`config.mk`:
```
export PLATFORM = sky130hd
export DESIGN_NAME = echo_median_occupancy_debounce
export DESIGN_NICKNAME = d
export VERILOG_FILES = /design/src/rtl/emod_pkg.sv /design/src/rtl/emod_cell.sv /design/src/rtl/emod_debounce.sv /design/src/rtl/echo_median_occupancy_debounce.sv
export SDC_FILE = /design/constraint.sdc
export NUM_CORES = 1
export LEC_CHECK = 0
export ABC_AREA = 1
export BUFFER_PORTS_ARGS = -buffer_cell sky130_fd_sc_hd__clkbuf_2
export CAP_MARGIN = 20
export CORE_MARGIN = 4
export CORE_UTILIZATION = 52
export DETAILED_ROUTE_END_ITERATION = 10
export GPL_ROUTABILITY_DRIVEN = 0
export PLACE_DENSITY_LB_ADDON = 0.12
export SETUP_SLACK_MARGIN = 0.4
export SLEW_MARGIN = 30
export SYNTH_ARGS = -nofsm -noshare
export SYNTH_HDL_FRONTEND = slang
export SYNTH_SLANG_ARGS = --single-unit
```
`constraint.sdc`:
```
create_clock -name clock -period 6.85 [get_ports clock]
set_input_delay 1.0275 -clock clock [delete_from_list [all_inputs] [get_ports clock]]
set_output_delay 1.0275 -clock clock [all_outputs]
set_load 0.02 [all_outputs]
```
`src/rtl/emod_pkg.sv`:
```
// Package for the echo median occupancy debounce block.
// Holds widths, register indexes, payload structs and cell link types.
// No dependencies; every rtl file refers to it by scoped names.
package emod_pkg;

   localparam int MAX_SAMPLES = 5;
   localparam int US_W        = 16;
   localparam int DIST_W      = 15;
   localparam int DEB_W       = 8;
   localparam int CNT_W       = $clog2(MAX_SAMPLES + 1);
   localparam int CELL_IDX_W  = (MAX_SAMPLES > 1) ? $clog2(MAX_SAMPLES) : 1;
   localparam int MC_W        = 3;
   localparam int CSR_IDX_W   = 2;
   localparam int CSR_DATA_W  = 15;
   localparam int PROD_W      = US_W + DIST_W;

   localparam logic [DIST_W-1:0] TIMEOUT_Q4 = DIST_W'(15984);
   localparam logic [DIST_W-1:0] SCALE_Q16  = DIST_W'(17983);

   localparam logic [CSR_IDX_W-1:0] REG_MEDIAN_COUNT   = CSR_IDX_W'(0);
   localparam logic [CSR_IDX_W-1:0] REG_THRESHOLD_Q4   = CSR_IDX_W'(1);
   localparam logic [CSR_IDX_W-1:0] REG_DEBOUNCE_COUNT = CSR_IDX_W'(2);

   localparam logic CMD_SAMPLE  = 1'b0;
   localparam logic CMD_RESTART = 1'b1;

   typedef struct packed {
      logic            command;
      logic [US_W-1:0] echo_us;
   } req_type;

   typedef struct packed {
      logic [DIST_W-1:0] distance_q4;
      logic              raw_occupied;
      logic              stable_occupied;
   } rsp_type;

   // Data handed from one cell of the sorted chain to the next.
   typedef struct packed {
      logic [DIST_W-1:0] value;
      logic              above;
   } link_type;

   typedef struct packed {
      logic restart;
      logic update;
      logic raw;
   } deb_ctrl_type;

endpackage

```
`src/rtl/emod_cell.sv`:
```
// One cell of the sorted insertion chain.
// Depends on emod_pkg for the link type and distance width.
module emod_cell (
   input  logic                       clock,
   input  logic                       load,
   input  logic [emod_pkg::DIST_W-1:0] sample,
   input  logic                       occupied,
   input  emod_pkg::link_type         left,
   output emod_pkg::link_type         right
);

   logic [emod_pkg::DIST_W-1:0] value_ff;
   logic [emod_pkg::DIST_W-1:0] value_in;
   logic                        above;

   // An empty cell counts as holding an infinite value.
   assign above = !occupied || (sample < value_ff);

   always_comb begin
      value_in = value_ff;
      if (load && above) begin
         value_in = left.above ? left.value : sample;
      end
   end

   always_ff @(posedge clock) begin
      value_ff <= value_in;
   end

   assign right.value = value_ff;
   assign right.above = above;

endmodule

```
`src/rtl/emod_debounce.sv`:
```
// Counting debouncer that turns raw occupancy into stable occupancy.
// Depends on emod_pkg for the control struct and counter width.
module emod_debounce (
   input  logic                      clock,
   input  logic                      reset,
   input  emod_pkg::deb_ctrl_type    ctrl,
   input  logic [emod_pkg::DEB_W-1:0] need,
   output logic                      stable
);

   logic                       started_ff, started_in;
   logic                       stable_ff, stable_in;
   logic                       pending_ff, pending_in;
   logic [emod_pkg::DEB_W-1:0] count_ff, count_in;

   always_comb begin
      started_in = started_ff;
      stable_in  = stable_ff;
      pending_in = pending_ff;
      count_in   = count_ff;
      if (need <= emod_pkg::DEB_W'(1) || !started_ff) begin
         started_in = 1'b1;
         stable_in  = ctrl.raw;
         pending_in = ctrl.raw;
         count_in   = '0;
      end else if (ctrl.raw == stable_ff) begin
         pending_in = ctrl.raw;
         count_in   = '0;
      end else begin
         if (ctrl.raw != pending_ff) begin
            pending_in = ctrl.raw;
            count_in   = emod_pkg::DEB_W'(1);
         end else if (count_ff < need) begin
            count_in = count_ff + emod_pkg::DEB_W'(1);
         end
         if (count_in >= need) begin
            stable_in = ctrl.raw;
            count_in  = '0;
         end
      end
   end

   assign stable = stable_in;

   always_ff @(posedge clock) begin
      if (reset) begin
         started_ff <= 1'b0;
         stable_ff  <= 1'b0;
         pending_ff <= 1'b0;
         count_ff   <= '0;
      end else if (ctrl.update) begin
         started_ff <= started_in;
         stable_ff  <= stable_in;
         pending_ff <= pending_in;
         count_ff   <= count_in;
      end else if (ctrl.restart) begin
         started_ff <= 1'b0;
      end
   end

`ifndef SYNTHESIS
   // After an update the pending run sits below the count that flips the state, or is empty.
   a_count_below_need: assert property (@(posedge clock) disable iff (reset)
      ctrl.update |=> (count_ff < $past(need) || count_ff == '0))
      else $error("pending count reached the debounce count without a flip");
   // A restart leaves the debouncer waiting for its first reading.
   a_restart_clears: assert property (@(posedge clock) disable iff (reset)
      (ctrl.restart && !ctrl.update) |=> !started_ff)
      else $error("restart did not clear started");
   // Right after an update the debouncer has always started.
   a_update_starts: assert property (@(posedge clock) disable iff (reset)
      ctrl.update |=> started_ff)
      else $error("update left the debouncer unstarted");
`endif

endmodule

```
`src/rtl/echo_median_occupancy_debounce.sv`:
```
// Echo median occupancy debounce: top level.
// Depends on emod_pkg, emod_cell (sorted chain) and emod_debounce.
//
// Takes echo lengths in microseconds, converts each to a distance in 1/16 cm
// ((us*17983)>>16, timeout -> 15984), gathers median_count distances in a
// chain of MAX_SAMPLES sorting cells that keep the batch in ascending order
// as words arrive, and on the closing word emits the median (entry held/2),
// its raw occupancy (0 < distance < threshold_q4) and the debounced
// occupancy. A restart command clears the batch and the debouncer's start
// flag and emits nothing. A word is accepted, converted through the single
// 16x15 multiplier and inserted into the chain; a word that closes a batch
// then picks the median and runs the debouncer. The next word is taken only
// once the last one is through. A finished response waits in the output
// register while the next word is accepted; the block stalls only when a
// new response is ready and the old one has not been taken. Register writes
// go through csr_write/csr_index/csr_data and are meant only while the block
// is idle.
module echo_median_occupancy_debounce (
   input  logic                              clock,
   input  logic                              reset,
   input  logic                              req_valid,
   output logic                              req_ready,
   input  emod_pkg::req_type                 req_data,
   output logic                              rsp_valid,
   input  logic                              rsp_ready,
   output emod_pkg::rsp_type                 rsp_data,
   input  logic                              csr_write,
   input  logic [emod_pkg::CSR_IDX_W-1:0]    csr_index,
   input  logic [emod_pkg::CSR_DATA_W-1:0]   csr_data
);

   typedef enum logic [1:0] {
      S_IDLE,
      S_CONV,
      S_INSERT,
      S_EVAL
   } state_type;

   localparam int MAXS  = emod_pkg::MAX_SAMPLES;
   localparam int CNT_W = emod_pkg::CNT_W;
   localparam int DW    = emod_pkg::DIST_W;

   state_type state_ff;

   // Configuration registers.
   logic [emod_pkg::MC_W-1:0]  median_count_ff;
   logic [DW-1:0]              threshold_ff;
   logic [emod_pkg::DEB_W-1:0] debounce_count_ff;

   // Accepted word and its distance.
   logic                       cmd_ff;
   logic [emod_pkg::US_W-1:0]  echo_ff;
   logic [DW-1:0]              dist_ff;
   logic [emod_pkg::PROD_W-1:0] product;
   logic [DW-1:0]              dist_in;

   // Batch bookkeeping.
   logic [CNT_W-1:0] fill_ff;
   logic [CNT_W-1:0] fill_base;
   logic [CNT_W-1:0] fill_next;
   logic [CNT_W-1:0] n_eff;
   logic             pass_ff;

   // Sorting chain.
   emod_pkg::link_type         links [MAXS+1];
   logic [DW-1:0]              cell_value [MAXS];
   logic [MAXS-1:0]            cell_occupied;
   logic                       chain_load;
   logic [emod_pkg::CELL_IDX_W-1:0] med_idx;

   // Evaluation.
   logic [DW-1:0]              median;
   logic                       raw;
   logic                       can_emit;
   emod_pkg::deb_ctrl_type     deb_ctrl;
   logic                       stable;

   emod_pkg::rsp_type          rsp_ff;
   logic                       rsp_valid_ff;

   // Hold the register file; unknown indexes are dropped.
   always_ff @(posedge clock) begin
      if (reset) begin
         median_count_ff   <= emod_pkg::MC_W'(3);
         threshold_ff      <= DW'(800);
         debounce_count_ff <= emod_pkg::DEB_W'(3);
      end else if (csr_write) begin
         case (csr_index)
            emod_pkg::REG_MEDIAN_COUNT:   median_count_ff   <= csr_data[emod_pkg::MC_W-1:0];
            emod_pkg::REG_THRESHOLD_Q4:   threshold_ff      <= csr_data[DW-1:0];
            emod_pkg::REG_DEBOUNCE_COUNT: debounce_count_ff <= csr_data[emod_pkg::DEB_W-1:0];
            default: ;
         endcase
      end
   end

   // Convert microseconds to 1/16 cm; a zero length is the timeout sentinel.
   assign product = emod_pkg::PROD_W'(echo_ff) * emod_pkg::PROD_W'(emod_pkg::SCALE_Q16);
   assign dist_in = (echo_ff == '0) ? emod_pkg::TIMEOUT_Q4
                                    : product[emod_pkg::PROD_W-1:emod_pkg::US_W];

   // Clamp the batch size to the chain length.
   assign n_eff = (32'(median_count_ff) > MAXS) ? CNT_W'(MAXS) : CNT_W'(median_count_ff);

   assign fill_base = (32'(fill_ff) >= MAXS) ? '0 : fill_ff;
   assign fill_next = fill_base + CNT_W'(1);

   assign chain_load = (state_ff == S_INSERT) && (cmd_ff == emod_pkg::CMD_SAMPLE)
                       && (n_eff > CNT_W'(1));

   // Head of the chain: nothing to its left shifts in.
   assign links[0].value = '0;
   assign links[0].above = 1'b0;

   for (genvar i = 0; i < MAXS; i++) begin : g_cell
      assign cell_occupied[i] = CNT_W'(i) < fill_base;

      emod_cell u_cell (
         .clock    (clock),
         .load     (chain_load),
         .sample   (dist_ff),
         .occupied (cell_occupied[i]),
         .left     (links[i]),
         .right    (links[i+1])
      );

      assign cell_value[i] = links[i+1].value;
   end

   // The median sits at index held/2 of the sorted chain.
   assign med_idx = emod_pkg::CELL_IDX_W'(fill_ff >> 1);
   assign median  = pass_ff ? dist_ff : cell_value[med_idx];
   assign raw     = (median != '0) && (median < threshold_ff);

   assign can_emit = !rsp_valid_ff || rsp_ready;

   assign deb_ctrl.restart = (state_ff == S_INSERT) && (cmd_ff == emod_pkg::CMD_RESTART);
   assign deb_ctrl.update  = (state_ff == S_EVAL) && can_emit;
   assign deb_ctrl.raw     = raw;

   emod_debounce u_debounce (
      .clock  (clock),
      .reset  (reset),
      .ctrl   (deb_ctrl),
      .need   (debounce_count_ff),
      .stable (stable)
   );

   assign req_ready = (state_ff == S_IDLE);

   always_ff @(posedge clock) begin
      if (reset) begin
         state_ff     <= S_IDLE;
         fill_ff      <= '0;
         pass_ff      <= 1'b0;
         rsp_valid_ff <= 1'b0;
      end else begin
         // Raise valid when a new response is loaded; drop it once it is taken.
         if (state_ff == S_EVAL && can_emit) begin
            rsp_valid_ff <= 1'b1;
         end else if (rsp_valid_ff && rsp_ready) begin
            rsp_valid_ff <= 1'b0;
         end
         case (state_ff)
            S_IDLE: begin
               if (req_valid) begin
                  cmd_ff   <= req_data.command;
                  echo_ff  <= req_data.echo_us;
                  state_ff <= S_CONV;
               end
            end
            S_CONV: begin
               dist_ff  <= dist_in;
               state_ff <= S_INSERT;
            end
            S_INSERT: begin
               if (cmd_ff == emod_pkg::CMD_RESTART) begin
                  fill_ff  <= '0;
                  state_ff <= S_IDLE;
               end else if (n_eff <= CNT_W'(1)) begin
                  fill_ff  <= '0;
                  pass_ff  <= 1'b1;
                  state_ff <= S_EVAL;
               end else begin
                  fill_ff  <= fill_next;
                  pass_ff  <= 1'b0;
                  state_ff <= (fill_next >= n_eff) ? S_EVAL : S_IDLE;
               end
            end
            S_EVAL: begin
               // Advance only when the output register is free.
               if (can_emit) begin
                  rsp_ff.distance_q4     <= median;
                  rsp_ff.raw_occupied    <= raw;
                  rsp_ff.stable_occupied <= stable;
                  fill_ff                <= '0;
                  state_ff               <= S_IDLE;
               end
            end
            default: state_ff <= S_IDLE;
         endcase
      end
   end

   assign rsp_valid = rsp_valid_ff;
   assign rsp_data  = rsp_ff;

`ifndef SYNTHESIS
   // Between words a batch is never full: it closes as soon as it fills.
   a_idle_fill: assert property (@(posedge clock) disable iff (reset)
      (state_ff == S_IDLE) |-> (32'(fill_ff) < MAXS))
      else $error("batch left full while idle");
   // The first two entries of the chain stay in ascending order whenever both are held.
   a_chain_sorted: assert property (@(posedge clock) disable iff (reset)
      (fill_ff >= CNT_W'(2)) |-> (cell_value[0] <= cell_value[1]))
      else $error("sorting chain out of order");
   // A restart word empties the batch and produces no response.
   a_restart_empty: assert property (@(posedge clock) disable iff (reset)
      (state_ff == S_INSERT && cmd_ff == emod_pkg::CMD_RESTART)
      |=> (fill_ff == '0 && state_ff == S_IDLE))
      else $error("restart did not empty the batch");
   // A zero distance is never reported as occupied.
   a_zero_free: assert property (@(posedge clock) disable iff (reset)
      rsp_valid_ff |-> !(rsp_ff.raw_occupied && rsp_ff.distance_q4 == '0))
      else $error("zero distance flagged occupied");
`endif

endmodule

```
==> Word-level counts from Yosys, hierarchy flattened <==
Cells that the tools add are included.
{ "word_totals": {"regBits": 168, "inputBits": 39, "output_inout_bits": 19, "wordCells": 141} }
{ "classes": {"n_eq_ne": 10, "add_sub_neg": 2, "n_lt_le_gt_ge": 20, "muxes": 39, "reduce_logical": 44, "bitwise_logic": 3, "multipliers": 1} }
{ "ops": {"columns": ["operator", "n"], "rows": [
  ["$mux W15", 7],
  ["$lt A15 B15 Y1", 6],
  ["$mux W8", 7],
  ["$bmux W15 S3", 1],
  ["$mul A16 B15 Y31 const B", 1],
  ["$reduce_and A2 Y1", 9],
  ["$logic_not A16 Y1", 1],
  ["$mux W3", 5],
  ["$reduce_bool A15 Y1", 1],
  ["$mux W1", 12],
  ["$logic_and A1 B1 Y1", 11],
  ["$mux W2", 5],
  ["$add A8 B1 Y8 const B", 1],
  ["$ge A8 B8 Y1", 1],
  ["$le A8 B1 Y1 const B", 1],
  ["$lt A8 B8 Y1", 1],
  ["$pmux W2 S4", 1],
  ["$logic_not A1 Y1", 7],
  ["$logic_or A1 B1 Y1", 7],
  ["$eq A2 B2 Y1 const B", 3],
  ["$lt A1 B3 Y1 const A", 2],
  ["$lt A2 B3 Y1 const A", 2],
  ["$pmux W3 S2", 1],
  ["$reduce_and A3 Y1", 2],
  ["other kinds (18)", 24]
]} }

==> Logic depth before layout (Yosys ltp) <==
{ "logic_depth": {"word_depth": 15, "depth_mapped": 37, "mapped_depth_nobuf": 37} }

==> By module <==
Synthesis repeated with hierarchy kept, for this count alone.
{ "unflattened": {"hier_cells": 1808, "area_unflattened_um2": 14831.7} }
{ "modules_own_cells": {"columns": ["mod", "n_inst", "cells_each", "area_per_inst_um2"], "rows": [
  ["echo_median_occupancy_debounce", 1, 1161, 9117.5],
  ["emod_cell", 4, 109, 1108.6],
  ["emod_debounce", 1, 211, 1280.0]
]} }

==> Least setup slack after synthesis <==
OpenSTA, ideal clock, no wires.
{ "synth_path": {"kind": "reg2reg", "startpoint": "register echo_ff[13] in the netlist's numbering", "endpoint": "register dist_ff[12], data pin", "synth_period_minus_slack_ps": 5103, "arrival_time_ps": 4841, "stages_incl_launch_ff": 24, "path_slack_ps": 1747, "required_ps": 6588, "path_buffers": 0, "setup_time_ps": 262, "path_cell_list": "edfxtp_1 inv_1 fa_1 inv_1 fa_1 ha_1 fa_1 fa_1 inv_1 fa_1 inv_1 ha_1 a21oi_1 inv_1 a31oi_1 o21ai_0 nand2_1 nand3_1 nand3_1 nand2_1 nand2_1 nand2_1 a21oi_1 o21ai_0"} }
{ "synth_between": {"elab_chain_cells": 1, "elab_cells_between_ends": 2} }
{ "synth_lines": {"columns": ["element", "line", "source"], "rows": [
  ["start: declaration", "echo_median_occupancy_debounce.sv:52", "logic [emod_pkg::US_W-1:0] echo_ff;"],
  ["start signal: assignment", "echo_median_occupancy_debounce.sv:168", "echo_ff <= req_data.echo_us;"],
  ["$mul A16 B15 Y31 or $logic_not A16 Y1 (tied branches)", "echo_median_occupancy_debounce.sv:98, echo_median_occupancy_debounce.sv:99", null],
  ["end signal: assignment", "echo_median_occupancy_debounce.sv:173", "dist_ff <= dist_in;"],
  ["end: declaration", "echo_median_occupancy_debounce.sv:53", "logic [DW-1:0] dist_ff;"]
]} }
Several ways; a longest one is shown, not always the timed one.
A chain may end at the register's enable or synchronous reset.

==> Worst setup path in the final report <==
Same ends and word-level chain as after synthesis.

==> results.json <==
{
  "hold_ws_ns": 0.458,
  "timing.final.ws_setup_ns": 1.28,
  "io_buffers": 57,
  "syn2layout_area_growth_pct": 9.20,
  "postCtsHoldBufs": 0,
  "vdd_drop_max_uv": 281,
  "rrSetupSlack_ns": 1.28,
  "cts.sinks": 153,
  "initial_utilization_pct": 52.8,
  "cap_violations": 0,
  "route.detailed.drc": 0,
  "overflow": 0,
  "post-route-period-util_pct": 81.3,
  "p_leak_nw": 7.35,
  "end_kind": "flop",
  "dieWidth_um": 168,
  "drtIter0Drc": 661,
  "wl_um": 30400,
  "grt_pass1_wl_um": 51100,
  "ys_seq_area_share_pct": 31.2,
  "synth_area_um2": 13300,
  "r2r.worst_path.cells": 23,
  "max_slew.worst_pin.slew_ns": 0.952,
  "vias": 10089,
  "drive_gt1_share_pct": 8.44,
  "rsz0062_at_grt": "false",
  "detail_route.wl_per_cell_um": 15.5,
  "cts.repair.resized": 0,
  "skew_ns": 0.0207,
  "grt_use_total_pct": 22.3,
  "async_flop_share_pct": 0,
  "ctsRootBufferMaster": "clkbuf_16",
  "avgSynthCellArea_um2": 8.50,
  "crit_path_start_kind": "flop",
  "nets": 1950,
  "maxClockFrequency_mhz": 180,
  "final-max-slew-violation-count": 0,
  "cts.clk_slew.worst_paths_ns": 0.07,
  "holdPathEnd": "median_count_ff[0]$_SDFFE_PP1P_",
  "cts-buffers-inserted": 17,
  "crit_type": "flop to flop",
  "cp_max_fo": 6,
  "cts_tree": "done",
  "setup_tns_ns": 0,
  "drtPass1Iterations": 5,
  "htree_levels": 4,
  "p_total_mw": 4.51,
  "status": "completed",
  "grt_pass1_vias": 10186,
  "final_area_um2": 14500,
  "holdCritStartpoint": "median_count_ff[0]$_SDFFE_PP1P_",
  "hold_path.class": "flop to flop",
  "fp.coreArea_um2": 25200,
  "ioPinCount": 58,
  "synthFlopType": "edfxtp_1",
  "min_path_cells": 2,
  "clock_path_buffers": 2,
  "synth_cell_types": 43,
  "crit-reg2reg-launch": "echo_ff[13]$_DFFE_PP_",
  "cp.required_ns": 7.02,
  "setup_viol": 0,
  "antenna_cells": 0,
  "viasPerCell": 5.13,
  "power.density_nw_per_um2": 310,
  "clk_latency_ns": 0.43,
  "antenna_found_initial": 0,
  "critPathArrivalTime_ns": 5.73,
  "relSlewSlack_pct": 36.4,
  "grt_start_max_net_pins": 31,
  "stdcell_count": 1966,
  "post-place-cells": 1934,
  "place_area_um2": 13900,
  "synthCells": 1565,
  "antenna_left": 0,
  "synth_edf_count": 109,
  "dp_slack_ns": 1.34,
  "die-height_um": 168,
  "fp.dieArea_um2": 28200,
  "core.rowCount": 58,
  "yosysWarningCount": 0,
  "hpwl_um": 24000,
  "finalCoreUtilization_pct": 57.7,
  "r2r_end": "dist_ff[12]$_SDFFCE_PN1P_",
  "yosys_register_bits": 153,
  "synth_nets": 1892,
  "post_cts_buffers": 0,
  "hold_violations": 0,
  "finalCriticalPeriod_ns": 5.57
}
-- power breakdown --
part,internal (mW),switching [mW]
combinational,0.901,1.47
clock,0.550,0.418
sequential,1.10,0.0661
total,2.55,1.96
-- cells in the final DEF, fill, tap and decap left out, drive strengths merged --
cell,Yosys,routed
nor3,11,11
nand2,307,307
bufinv,0,2
o21ai,105,105
o31ai,1,1
xnor2,1,1
o221ai,3,3
o221a,2,2
ha,215,215
a211oi,5,5
a41oi,1,1
edfxtp,109,109
or2,4,4
xor2,7,7
nor2,60,60
o21bai,3,3
a21o,6,6
o211ai,8,8
clkbuf,18,76
a21boi,1,1
buf,9,9
nor4,6,6
dfxtp,44,44
o21a,5,5
a31oi,5,5
a21oi,120,120
nand4,11,11
clkinvlp,0,1
a31o,1,1
inv,357,362
o311ai,2,2
clkinv,2,7
nand3,63,63
fa,73,73
-- sequential cells by signal, indices dropped and copies added (netlist names), 2 cells and up --
name                    flops
g_cell.u_cell.value_ff     60
median_count_ff             3
threshold_ff               15
debounce_count_ff           8
fill_ff                     3
u_debounce.count_ff         8
rsp_data                   17
state_ff                    2
dist_ff                    15
echo_ff                    16
-- synthesized netlist by cell type (6+ instances only) --
master / number / area [µm²]
a21o_1: 6 / 45.0
a21oi_1: 114 / 571
clkbuf_1: 18 / 67.6
dfxtp_1: 44 / 881
edfxtp_1: 109 / 3270
fa_1: 73 / 1460
ha_1: 215 / 2690
inv_1: 347 / 1300
inv_2: 8 / 30.0
nand2_1: 293 / 1100
nand2_2: 11 / 68.8
nand3_1: 63 / 315
nand4_1: 11 / 68.8
nor2_1: 58 / 218
nor3_1: 11 / 55.1
nor4_1: 6 / 37.5
o211ai_1: 8 / 60.1
o21ai_0: 103 / 515
xor2_1: 7 / 61.3
-- logic make-up after synthesis --
group	share of synthesized area (%)
flip-flops	31.2
buffers and inverters	11.3
AO/OA/AOI/OAI	11.2
XOR/XNOR	0.527
adder cells (fa/ha/maj)	31.2
AND/OR/NAND/NOR	14.6
-- worst max-delay path by stage --
| stage | from | endpoint | slack (ns) | cells past startpoint |
|---|---|---|---|---|
| 6_report | echo_ff[13]$_DFFE_PP_ | dist_ff[12]$_SDFFCE_PN1P_ | 1.28 | 23 |
| 5_1_grt | echo_ff[13]$_DFFE_PP_ | dist_ff[12]$_SDFFCE_PN1P_ | 0.93 | 23 |
| 3_3_place_gp | echo_ff[13]$_DFFE_PP_ | dist_ff[12]$_SDFFCE_PN1P_ | 1.40 | 23 |
| 2_1_floorplan | echo_ff[13]$_DFFE_PP_ | dist_ff[12]$_SDFFCE_PN1P_ | 1.75 | 23 |
| 4_1_cts | echo_ff[13]$_DFFE_PP_ | dist_ff[12]$_SDFFCE_PN1P_ | 1.28 | 23 |
| 3_5_place_dp | echo_ff[13]$_DFFE_PP_ | dist_ff[12]$_SDFFCE_PN1P_ | 1.34 | 23 |
-- area by class of cell --
class                   instances  area, µm²
fillers                      2291      10700
multi-input cells            1026       7660
flip-flops and latches        153       4150
inverters                     359       1350
clock buffers                  19        433
well taps                     330        413
repair buffers                 66        353
clock inverters                13        163
-- per-layer routing --
layer | track usage [%] | wire, µm | up-vias
met5 | 0 | 0 | -
met4 | 5.96 | 644 | 0
met3 | 2.82 | 1390 | 33
met1 | 30.4 | 13900 | 4638
li1 | - | - | 5194
met2 | 37.7 | 14500 | 224
-- worst max-delay path, stage by stage, from the launching register on --
cell	delay (ns)
edfxtp_1	0.51
inv_1	0.17
fa_1	0.55
inv_1	0.07
fa_1	0.48
ha_1	0.32
fa_1	0.47
fa_1	0.55
inv_1	0.05
fa_1	0.49
inv_1	0.04
ha_1	0.33
a21oi_1	0.18
inv_1	0.05
a31oi_1	0.13
o21ai_0	0.12
nand2_1	0.08
nand3_1	0.16
nand3_1	0.13
nand2_1	0.09
nand2_1	0.07
nand2_1	0.06
a21oi_1	0.11
o21ai_0	0.09
No activity file was read; power rests on OpenSTA's default activity.
